<file path="src/hdl/bfc_pkg.sv">
// Shared types and constants for the block framer with CRC-16 trailer.
// Holds the front-to-back command format and the Modbus CRC byte fold.
// No dependencies.
`default_nettype none

package bfc_pkg;

   localparam logic [15:0] CRC_INIT      = 16'hFFFF;
   localparam logic [15:0] CRC_POLY      = 16'hA001;
   localparam int          TRAILER_BYTES = 3;
   localparam logic [7:0]  PAYLOAD_LIMIT = 8'd252;
   localparam int          CMD_DEPTH     = 4;

   typedef enum logic [1:0] {
      OP_PAY,
      OP_OVF,
      OP_END
   } op_type;

   // one classified request, as queued between front and back
   typedef struct packed {
      op_type      op;
      logic [7:0]  data;   // payload byte, or frame length for OP_END
      logic [15:0] crc;    // final CRC for OP_END
      logic        hold;   // OP_END: defer the CRC low byte to the next request
   } cmd_type;

   // fold one byte into a reflected CRC-16, eight bit steps
   function automatic logic [15:0] crc_fold(input logic [15:0] crc, input logic [7:0] b);
      logic [15:0] x;
      x = crc ^ {8'h00, b};
      for (int i = 0; i < 8; i++) begin
         x = x[0] ? ((x >> 1) ^ CRC_POLY) : (x >> 1);
      end
      return x;
   endfunction

endpackage

`default_nettype wire

</file>
<file path="src/hdl/block_framer_with_crc_trailer.sv">
// Block framer with Modbus CRC-16 trailer. Payload bytes (req_kind = 0) pass
// into blocks of BLOCK_BYTES bytes; an end marker (req_kind = 1) adds zero
// padding and a trailer of length, CRC high and CRC low in the last three
// positions of a block, opening a new block when fewer than three remain.
// Bytes past 252 in a frame are dropped, each reported by an overflow result.
// The front takes one request per clock while its four-entry command queue
// has room; the back delivers one result byte per clock while rsp_pop drains
// the output register, emitting the padding and trailer of an end marker in
// turn. When an end marker arrives with two positions left in a block, the
// trailer's final byte is held back and released just before the results of
// the next accepted request. No memory clearing after reset.
`default_nettype none

module block_framer_with_crc_trailer #(
   parameter int BLOCK_BYTES = 16
) (
   input  wire logic        clock,
   input  wire logic        reset,
   input  wire logic        req_push,
   output logic             req_full,
   input  wire logic        req_kind,
   input  wire logic [7:0]  req_data_byte,
   output logic             rsp_empty,
   input  wire logic        rsp_pop,
   output logic [7:0]       rsp_out_byte,
   output logic             rsp_block_end,
   output logic             rsp_frame_end,
   output logic             rsp_overflow
);

   bfc_pkg::cmd_type enq_cmd, head;
   logic             enq, q_full, q_valid, q_pop;

   assign req_full = q_full;

   bfc_front #(.BLOCK_BYTES(BLOCK_BYTES)) u_front (
      .clock     (clock),
      .reset     (reset),
      .push      (req_push),
      .kind      (req_kind),
      .data_byte (req_data_byte),
      .q_full    (q_full),
      .cmd       (enq_cmd),
      .enq       (enq)
   );

   bfc_cmd_fifo u_fifo (
      .clock     (clock),
      .reset     (reset),
      .enq       (enq),
      .enq_cmd   (enq_cmd),
      .deq       (q_pop),
      .head      (head),
      .full      (q_full),
      .not_empty (q_valid)
   );

   bfc_back #(.BLOCK_BYTES(BLOCK_BYTES)) u_back (
      .clock         (clock),
      .reset         (reset),
      .q_valid       (q_valid),
      .head          (head),
      .q_pop         (q_pop),
      .rsp_pop       (rsp_pop),
      .rsp_empty     (rsp_empty),
      .rsp_out_byte  (rsp_out_byte),
      .rsp_block_end (rsp_block_end),
      .rsp_frame_end (rsp_frame_end),
      .rsp_overflow  (rsp_overflow)
   );

endmodule

`default_nettype wire

</file>
<file path="src/hdl/bfc_front.sv">
// Front part of the block framer: accepts requests, runs the CRC, payload
// count and block position, and turns each request into a queued command.
// Depends on bfc_pkg.
`default_nettype none

module bfc_front #(
   parameter int BLOCK_BYTES = 16
) (
   input  wire logic            clock,
   input  wire logic            reset,
   input  wire logic            push,
   input  wire logic            kind,
   input  wire logic [7:0]      data_byte,
   input  wire logic            q_full,
   output bfc_pkg::cmd_type     cmd,
   output logic                 enq
);

   localparam int POS_W = $clog2(BLOCK_BYTES);
   localparam logic [POS_W-1:0] POS_LAST = POS_W'(BLOCK_BYTES - 1);
   localparam logic [POS_W-1:0] POS_HOLD = POS_W'(BLOCK_BYTES - 2);

   logic [15:0]      crc_ff, crc_in;
   logic [7:0]       count_ff, count_in;
   logic [POS_W-1:0] pos_ff, pos_in;

   assign enq = push && !q_full;

   always_comb begin
      crc_in   = crc_ff;
      count_in = count_ff;
      pos_in   = pos_ff;
      cmd      = '{op: bfc_pkg::OP_PAY, data: data_byte, crc: crc_ff, hold: 1'b0};
      if (kind) begin
         // close the frame; hold the last byte when two positions are left in the block
         cmd.op   = bfc_pkg::OP_END;
         cmd.data = count_ff;
         cmd.hold = (pos_ff == POS_HOLD);
         crc_in   = bfc_pkg::CRC_INIT;
         count_in = '0;
         pos_in   = '0;
      end else if (count_ff < bfc_pkg::PAYLOAD_LIMIT) begin
         crc_in   = bfc_pkg::crc_fold(crc_ff, data_byte);
         count_in = count_ff + 8'd1;
         pos_in   = (pos_ff == POS_LAST) ? '0 : pos_ff + POS_W'(1);
      end else begin
         cmd.op = bfc_pkg::OP_OVF;   // drop the byte
      end
   end

   always_ff @(posedge clock) begin
      if (reset) begin
         crc_ff   <= bfc_pkg::CRC_INIT;
         count_ff <= '0;
         pos_ff   <= '0;
      end else if (enq) begin
         crc_ff   <= crc_in;
         count_ff <= count_in;
         pos_ff   <= pos_in;
      end
   end

endmodule

`default_nettype wire

</file>
<file path="src/hdl/bfc_cmd_fifo.sv">
// Short command queue between the front and back parts of the framer.
// Depends on bfc_pkg.
`default_nettype none

module bfc_cmd_fifo (
   input  wire logic             clock,
   input  wire logic             reset,
   input  wire logic             enq,
   input  wire bfc_pkg::cmd_type enq_cmd,
   input  wire logic             deq,
   output bfc_pkg::cmd_type      head,
   output logic                  full,
   output logic                  not_empty
);

   localparam int PTR_W = $clog2(bfc_pkg::CMD_DEPTH);
   localparam int CNT_W = PTR_W + 1;

   bfc_pkg::cmd_type  mem_ff [bfc_pkg::CMD_DEPTH];
   logic [PTR_W-1:0]  wr_ptr_ff, rd_ptr_ff;
   logic [CNT_W-1:0]  count_ff;

   assign full      = (count_ff == CNT_W'(bfc_pkg::CMD_DEPTH));
   assign not_empty = (count_ff != '0);
   assign head      = mem_ff[rd_ptr_ff];

   always_ff @(posedge clock) begin
      if (enq) begin
         mem_ff[wr_ptr_ff] <= enq_cmd;
      end
   end

   always_ff @(posedge clock) begin
      if (reset) begin
         wr_ptr_ff <= '0;
         rd_ptr_ff <= '0;
         count_ff  <= '0;
      end else begin
         if (enq) wr_ptr_ff <= wr_ptr_ff + PTR_W'(1);
         if (deq) rd_ptr_ff <= rd_ptr_ff + PTR_W'(1);
         if (enq && !deq)      count_ff <= count_ff + CNT_W'(1);
         else if (!enq && deq) count_ff <= count_ff - CNT_W'(1);
      end
   end

endmodule

`default_nettype wire

</file>
<file path="src/hdl/bfc_back.sv">
// Back part of the framer: expands queued commands into the byte stream,
// pads blocks, appends the length and CRC trailer, and holds the output register.
// Depends on bfc_pkg.
`default_nettype none

module bfc_back #(
   parameter int BLOCK_BYTES = 16
) (
   input  wire logic             clock,
   input  wire logic             reset,
   input  wire logic             q_valid,
   input  wire bfc_pkg::cmd_type head,
   output logic                  q_pop,
   input  wire logic             rsp_pop,
   output logic                  rsp_empty,
   output logic [7:0]            rsp_out_byte,
   output logic                  rsp_block_end,
   output logic                  rsp_frame_end,
   output logic                  rsp_overflow
);

   localparam int POS_W = $clog2(BLOCK_BYTES);
   localparam logic [POS_W-1:0] POS_LAST   = POS_W'(BLOCK_BYTES - 1);
   localparam logic [POS_W-1:0] TRAILER_AT = POS_W'(BLOCK_BYTES - bfc_pkg::TRAILER_BYTES);

   typedef enum logic [1:0] {
      PH_START,
      PH_PAD,
      PH_HI,
      PH_LO
   } phase_type;

   phase_type        phase_ff, phase_in;
   logic [POS_W-1:0] pos_ff, pos_in;
   logic             wrap_ff, wrap_in;
   logic [7:0]       len_ff, len_in;
   logic [15:0]      crc_ff, crc_in;
   logic             hold_ff, hold_in;
   logic             held_ff, held_in;
   logic [7:0]       held_byte_ff, held_byte_in;

   logic             out_valid_ff;
   logic [7:0]       out_byte_ff;
   logic             out_be_ff, out_fe_ff, out_ov_ff;

   logic             out_ready;
   logic             emit;
   logic [7:0]       e_byte;
   logic             e_be, e_fe, e_ov;
   logic             last;
   logic             pad_w;
   logic [7:0]       pad_len;

   assign out_ready = !out_valid_ff || rsp_pop;
   assign last      = (pos_ff == POS_LAST);
   assign pad_w     = (phase_ff == PH_START) ? (pos_ff > TRAILER_AT) : wrap_ff;
   assign pad_len   = (phase_ff == PH_START) ? head.data : len_ff;

   always_comb begin
      phase_in     = phase_ff;
      pos_in       = pos_ff;
      wrap_in      = wrap_ff;
      len_in       = len_ff;
      crc_in       = crc_ff;
      hold_in      = hold_ff;
      held_in      = held_ff;
      held_byte_in = held_byte_ff;
      q_pop        = 1'b0;
      emit         = 1'b0;
      e_byte       = '0;
      e_be         = 1'b0;
      e_fe         = 1'b0;
      e_ov         = 1'b0;
      if (out_ready) begin
         unique case (phase_ff)
            PH_START: begin
               if (q_valid) begin
                  if (held_ff) begin
                     // release the deferred CRC low byte ahead of the new request
                     emit    = 1'b1;
                     e_byte  = held_byte_ff;
                     e_be    = 1'b1;
                     e_fe    = 1'b1;
                     pos_in  = '0;
                     held_in = 1'b0;
                  end else begin
                     unique case (head.op)
                        bfc_pkg::OP_PAY: begin
                           q_pop  = 1'b1;
                           emit   = 1'b1;
                           e_byte = head.data;
                           e_be   = last;
                           pos_in = last ? '0 : pos_ff + POS_W'(1);
                        end
                        bfc_pkg::OP_OVF: begin
                           q_pop = 1'b1;
                           emit  = 1'b1;
                           e_ov  = 1'b1;
                        end
                        bfc_pkg::OP_END: begin
                           q_pop   = 1'b1;
                           crc_in  = head.crc;
                           hold_in = head.hold;
                           len_in  = head.data;
                           phase_in = PH_PAD;
                        end
                        default: ;
                     endcase
                  end
               end
            end
            PH_PAD, PH_HI, PH_LO: ;
            default: ;
         endcase

         // pad and trailer steps, entered straight from an end command too
         if (phase_in == PH_PAD) begin
            emit = 1'b1;
            e_be = last;
            if (pad_w || pos_ff != TRAILER_AT) begin
               e_byte  = '0;
               pos_in  = last ? '0 : pos_ff + POS_W'(1);
               wrap_in = pad_w && !last;
            end else begin
               e_byte   = pad_len;
               pos_in   = pos_ff + POS_W'(1);
               wrap_in  = 1'b0;
               phase_in = PH_HI;
            end
         end else if (phase_ff == PH_HI) begin
            emit   = 1'b1;
            e_byte = crc_ff[15:8];
            e_be   = last;
            pos_in = last ? '0 : pos_ff + POS_W'(1);
            if (hold_ff) begin
               held_in      = 1'b1;
               held_byte_in = crc_ff[7:0];
               phase_in     = PH_START;
            end else begin
               phase_in = PH_LO;
            end
         end else if (phase_ff == PH_LO) begin
            emit     = 1'b1;
            e_byte   = crc_ff[7:0];
            e_be     = 1'b1;
            e_fe     = 1'b1;
            pos_in   = '0;
            phase_in = PH_START;
         end
      end
   end

   always_ff @(posedge clock) begin
      if (reset) begin
         phase_ff     <= PH_START;
         pos_ff       <= '0;
         wrap_ff      <= 1'b0;
         hold_ff      <= 1'b0;
         held_ff      <= 1'b0;
         out_valid_ff <= 1'b0;
      end else begin
         phase_ff <= phase_in;
         pos_ff   <= pos_in;
         wrap_ff  <= wrap_in;
         hold_ff  <= hold_in;
         held_ff  <= held_in;
         if (out_ready) out_valid_ff <= emit;
      end
   end

   always_ff @(posedge clock) begin
      len_ff       <= len_in;
      crc_ff       <= crc_in;
      held_byte_ff <= held_byte_in;
      if (out_ready && emit) begin
         out_byte_ff <= e_byte;
         out_be_ff   <= e_be;
         out_fe_ff   <= e_fe;
         out_ov_ff   <= e_ov;
      end
   end

   assign rsp_empty     = !out_valid_ff;
   assign rsp_out_byte  = out_byte_ff;
   assign rsp_block_end = out_be_ff;
   assign rsp_frame_end = out_fe_ff;
   assign rsp_overflow  = out_ov_ff;

endmodule

`default_nettype wire

</file>
<file path="config.mk">
export PLATFORM = sky130hd
export DESIGN_NAME = block_framer_with_crc_trailer
export DESIGN_NICKNAME = d
export VERILOG_FILES = /design/src/hdl/bfc_pkg.sv /design/src/hdl/block_framer_with_crc_trailer.sv /design/src/hdl/bfc_front.sv /design/src/hdl/bfc_cmd_fifo.sv /design/src/hdl/bfc_back.sv
export SDC_FILE = /design/constraint.sdc
export NUM_CORES = 1
export LEC_CHECK = 0
export BUFFER_PORTS_ARGS = -buffer_cell sky130_fd_sc_hd__buf_2
export CORE_MARGIN = 1
export CORE_UTILIZATION = 45
export DETAILED_ROUTE_END_ITERATION = 16
export GPL_TIMING_DRIVEN = 0
export SLEW_MARGIN = 20
export SYNTH_ARGS = -nofsm -noshare
export SYNTH_HDL_FRONTEND = slang
export SYNTH_SLANG_ARGS = --single-unit
</file>
<file path="constraint.sdc">
create_clock -name clock -period 3.35 [get_ports clock]
set_input_delay 0.5025 -clock clock [delete_from_list [all_inputs] [get_ports clock]]
set_output_delay 0.5025 -clock clock [all_outputs]
set_load 0.02 [all_outputs]
</file>
* Yosys cells after proc, flatten, opt, wreduce, memory -nomap -nowiden
Memories as Yosys holds them, arrays and structs flattened. A register that Yosys moved wholly into a read port is not among the register bits.
Index checks and enable logic that the tools add are counted.
** Storage, ports and cells
- Input bits :: 13
- Output and inout bits :: 13
- Register bits :: 88
- Word-level logic and storage cells :: 168
- Memories kept :: 1
- RAM bits :: 108
** Memories
- u_fifo.mem_ff :: depth 4, bits a word 27, read ports 1, clocked after memory_dff 1, wr ports 1, RTL line bfc_cmd_fifo.sv:19 : bfc_pkg::cmd_type mem_ff [bfc_pkg::CMD_DEPTH];
** Operators by class
- Magnitude comparators :: 2
- Muxes and demuxes :: 87
- Reductions and logical operators :: 28
- Add/subtract/negate cells :: 7
- Bitwise gates (word level) :: 14
- Equality and inequality tests :: 10
** Operators with widths (count)
- 16-bit two-way mux :: 10
- 8-bit two-way mux :: 12
- 4-bit two-way mux :: 12
- 1-bit two-way mux :: 38
- 2-bit two-way mux :: 13
- 2-bit NOT with 3-bit output :: 8
- 16-bit by 8-bit XOR with 16-bit output :: 1
- 4-bit == test, second input constant :: 3
- 4-bit by 1-bit adder with 4-bit output, second input constant :: 2
- 8-bit by 1-bit adder with 8-bit output, second input constant :: 1
- 8-bit less-than comparator, second input constant :: 1
- 4-bit AND reduction :: 2
- 4-bit nonzero test :: 2
- 2-bit == test, second input constant :: 3
- 3-bit two-way mux :: 2
- 1-bit logical AND :: 5
- 1-bit zero test :: 5
- 1-bit NOT :: 5
- 5-bit AND reduction :: 1
- 5-bit nonzero test :: 1
- 2-bit by 1-bit adder with 2-bit output, second input constant :: 2
- 2-bit by 1-bit == test with 1-bit output, second input constant :: 2
- 4-bit > comparator, second input constant :: 1
- 2-bit zero test :: 2
- other kinds (11) :: 14

* Depth between registers and ports, before layout
- Depth after elaboration :: 19
- Depth in mapped cells :: 10
- Depth with buffers taken out :: 10

* Modules after synthesis
A second synthesis with hierarchy kept.
** Unflattened totals
- Cells, all modules :: 561
- Area, all modules :: 8368.0 µm²
** By module, submodules not included
- bfc_cmd_fifo :: times used 1, sequential area each 3423.3 µm², cells an instance 185, area each 4374.2 µm²
- bfc_back :: times used 1, sequential area each 1491.4 µm², cells an instance 209, area each 2498.6 µm²
- bfc_front :: times used 1, sequential area each 560.5 µm², cells an instance 167, area each 1495.2 µm²

* Worst setup path after synthesis
Ideal clock, no wire load.
- Path kind :: register -> register
- Start point :: reg u_fifo.count_ff[0]
- End point :: reg u_fifo.count_ff[2]
- Clock period less this slack :: 2.506 ns
- Setup time :: 0.071 ns
- Cell stages (with the launch flop) :: 10
- Buffers on the path :: 0
- Setup slack :: 0.844 ns
- Required time :: 3.279 ns
- Data arrival time :: 2.435 ns
- Cell sequence :: dfxtp_1 -> nor3_1 -> nor3_1 -> nand2_1 -> ha_1 -> inv_1 -> fa_1 -> xor2_1 -> or3_1 -> a21oi_1
** Between the ends
- Word-level cells in the longest chain between the ends :: 7
- Elaborated cells between the ends (all ways) :: 16
- Those cells by class :: 2 x add/sub; 1 x eq/ne; 5 x mux; 8 x reduce/logical
** Ends and longest elaborated chain
- start, declared :: RTL line bfc_cmd_fifo.sv:21 : logic [CNT_W-1:0] count_ff;
- start signal, assigned :: RTL line bfc_cmd_fifo.sv:41 : if (enq && !deq) count_ff <= count_ff + CNT_W'(1);
- start signal, assigned :: RTL line bfc_cmd_fifo.sv:42 : else if (!enq && deq) count_ff <= count_ff - CNT_W'(1);
- 3-bit nonzero test :: RTL line bfc_cmd_fifo.sv:24 : assign not_empty = (count_ff != '0);
- 1-bit two-way mux :: RTL line bfc_back.sv:77 : if (q_valid) begin
- 1-bit two-way mux :: RTL line bfc_back.sv:75 : unique case (phase_ff)
- 1-bit two-way mux :: RTL line bfc_back.sv:74 : if (out_ready) begin
- 1-bit zero test :: RTL line bfc_cmd_fifo.sv:41
- 1-bit logical AND :: RTL line bfc_cmd_fifo.sv:41
- 3-bit two-way mux / 2-bit nonzero test (equally long branches)
Parallel ways exist; a longest one is shown, timed or not. The select of a mux whose other input is x is not followed.
A chain may end at the register's enable or synchronous reset.

* Worst setup path after layout
Same ends and word-level chain as after synthesis.

==> results.tsv <==
metric	value	unit
largest cells by area after synthesis	edfxtp_1 (55%), dfxtp_1 (12%), mux4_2 (5.5%)	
hpwl dp	10900	um
critical path capture point type	flip-flop	
max layer used	met4	
layout cells sized above 1	0.198	
I/O pins	26	
gp weighted congestion	0.813	
CTS Buf Count	17	
final wirelength	15400	um
PwrDens	780	nW/um^2
CP Data Required Time	3.70	ns
commonest cells after routing, fill and taps aside	edfxtp_1 (151), nor2_1 (48), dfxtp_1 (47)	
CP cell instances	nor3_1, nor3_1, nand2_1, ha_1, inv_1, fa_1, xor2_1, or3_1, a21oi_1	
most used cell, CP	nor3_1	
vias per std cell	5.56	
P_leak	0.00310	uW
hold buffers post-CTS	0	
Post-synth EDFFs	151	
part of the Yosys area used for sequential elements	0.670	
Core Region	17500	um^2
Period Utilization, post-route	0.932	
syn_nets	566	
DRC	0	
H-tree levels	4	
later-pin clock latency in the skew report	0.43	ns
vias in the first global route	4598	
slew at the pin with the worst max-slew slack	1.15	ns
Clock Tree Buf Depth	2	
area leader, netlist	edfxtp_1	
syn avg cell area	15.1	um^2
mapped cell area	8180	um^2
CTS tree	done	
number of port buffers	25	
nets	614	
fillers	1460	
first-pass GRT wire length	24500	um
CP arrival	3.47	ns
commonest non-fill, non-tap cell in the layout	edfxtp_1	
max-slew violations	0	
clock period minus worst slack	3.12	ns
wl on met1	6980	um
Post-Synthesis Cells	541	
Netlist cell types	51	
predominant post-synthesis flop cell	edfxtp_1	
RSZ-0062 raised after global routing	no	
final hold violation count	0	
FFs w/ async S/R, synth	0	
final setup vio count	0	
Post-DRT Antenna Nets	0	
met2 wire length	7600	um
std cell rows	48	
WL per Instance	18.6	um
status	complete, no violations	
Max Freq	320	MHz
CP max-delay cell	nor3_1	
CTS resizes	0	
YS warnings	0	
CTS root buf	clkbuf_16	
crit path kind	reg -> reg	
Setup TNS Final	0	ns
die area	18700	um^2
initial antenna violation count	0	
Startpoint Class	flip-flop	
clk_skew	0.0107	ns
Reg clk slew, reported paths	0.06	ns
top cell type's share of synthesized area	0.554	
maximum VDD drop	0.395	mV
relative slew slack	0.225	
drt first pass iters	7	
routed wl met3	545	um
CP max FO	8	
gr usage total	0.180	
Clock Sinks	198	
Worst path max stage delay	0.94	ns
Hold Crit Class	in -> reg	
Max Cap Violations	0	
R2R Setup Slk	0.23	ns
Die H	137	um
Tot Pwr	7260	uW
flops & latches, synth	198	
GR Overflow Total	0	
n_diodes	0	
Post-CTS Repair Setup Buffers	0	
pin count of the biggest net entering global routing	26	
via count	4599	
Starting Density	0.466	
Detailed Route Iter0 Violations	289	
Die X	137	um
Area Growth Syn to Fin	13.8	%
==> worst paths after layout <==
check / from / endpoint / depth (start not counted)
max: u_fifo.count_ff[0] / u_fifo.count_ff[2] / 9
min: req_kind / u_fifo.mem_ff[2][26] / 1
max reg2reg: u_fifo.count_ff[0] / u_fifo.count_ff[2] / 9
min reg2reg: u_back.crc_ff[1] / u_back.held_byte_ff[1] / 0
==> critical path: cells and delay by family, from the launching register on <==
kind,cells,cell delay (ns)
AOI/OAI and AO/OA,1,0.15
xor gates and xnor gates,1,0.18
adders and majority gates,2,0.60
buffers and inverters,1,0.06
DFF,1,0.36
and+or+nand+nor,4,1.70
==> cell usage after synthesis, types with 3 or more instances <==
library cell,n
a21oi_1,22
a222oi_1,8
a31o_2,4
and2_1,4
and3_1,5
buf_2,6
clkbuf_1,18
dfxtp_1,47
edfxtp_1,151
ha_1,11
inv_1,11
mux2_2,22
mux2i_1,3
mux4_1,7
mux4_2,20
nand2_1,24
nand2b_1,11
nand3_1,3
nand4_1,6
nor2_1,48
nor2b_1,3
nor3_1,21
o21ai_0,8
o21bai_1,10
o22ai_1,4
or3_1,3
or4_1,3
xnor2_1,16
xor2_1,15
==> through the flow <==
step / util / std cells / hold slack, ns / setup WS, ns / cell area, um^2
after floorplan: - / 541 / 0.417 / 0.844 / 8180
after global placement: 0.490 / 791 / 0.424 / 0.362 / 8580
after detailed placement: 0.495 / 795 / 0.434 / 0.279 / 8680
after CTS: 0.531 / 827 / 0.319 / 0.268 / 9310
after global routing: 0.531 / 827 / 0.332 / 0.0953 / 9310
final: 0.531 / 827 / 0.330 / 0.228 / 9310
==> report_power, final <==
| part | switching (uW) | leakage [uW] | internal [uW] |
|---|---|---|---|
| clock | 824 | 0.000309 | 1340 |
| combinational | 1110 | 0.00110 | 779 |
| sequential | 131 | 0.00169 | 3080 |
| total | 2060 | 0.00310 | 5200 |
==> per-layer routing <==
layer / up-vias / track usage
met5: - / 0
met4: 0 / 0.0745
met3: 20 / 0.0341
met2: 128 / 0.296
met1: 2292 / 0.235
li1: 2159 / -
==> sequential cells by signal, summed over array words and instances (netlist names), named ones only <==
signal	flops
u_fifo.mem_ff	108
u_back.crc_ff	16
u_front.crc_ff	16
u_back.held_byte_ff	8
u_back.len_ff	8
u_back.rsp_out_byte	8
u_front.count_ff	8
u_back.pos_ff	4
u_front.pos_ff	4
u_fifo.count_ff	3
u_back.phase_ff	2
u_fifo.rd_ptr_ff	2
u_fifo.wr_ptr_ff	2
u_back.held_ff	1
u_back.hold_ff	1
u_back.out_valid_ff	1
u_back.rsp_block_end	1
u_back.rsp_frame_end	1
u_back.rsp_overflow	1
u_back.wrap_ff	1
==> final cells by class <==
type	instances	area, um^2	share of cell area
well taps	225	282	0.0302
flip-flops and latches	198	5480	0.588
repair buffers	29	213	0.0228
plain buffers	26	113	0.0121
multi-input cells	306	2550	0.274
clock inverters	10	178	0.0191
clock buffers	22	454	0.0488
inverters	11	41.3	0.00443
==> logic make-up after synthesis <==
| logic type | Yosys count | share of synthesized area |
|---|---|---|
| mux | 52 | 0.112 |
| fa+ha+maj | 12 | 0.0193 |
| xor+xnor | 32 | 0.0360 |
| simple gates | 139 | 0.0851 |
| buf+inv | 37 | 0.0188 |
| compound gates | 71 | 0.0598 |
| flops | 198 | 0.670 |
No activity file was read; power rests on OpenSTA's default activity.
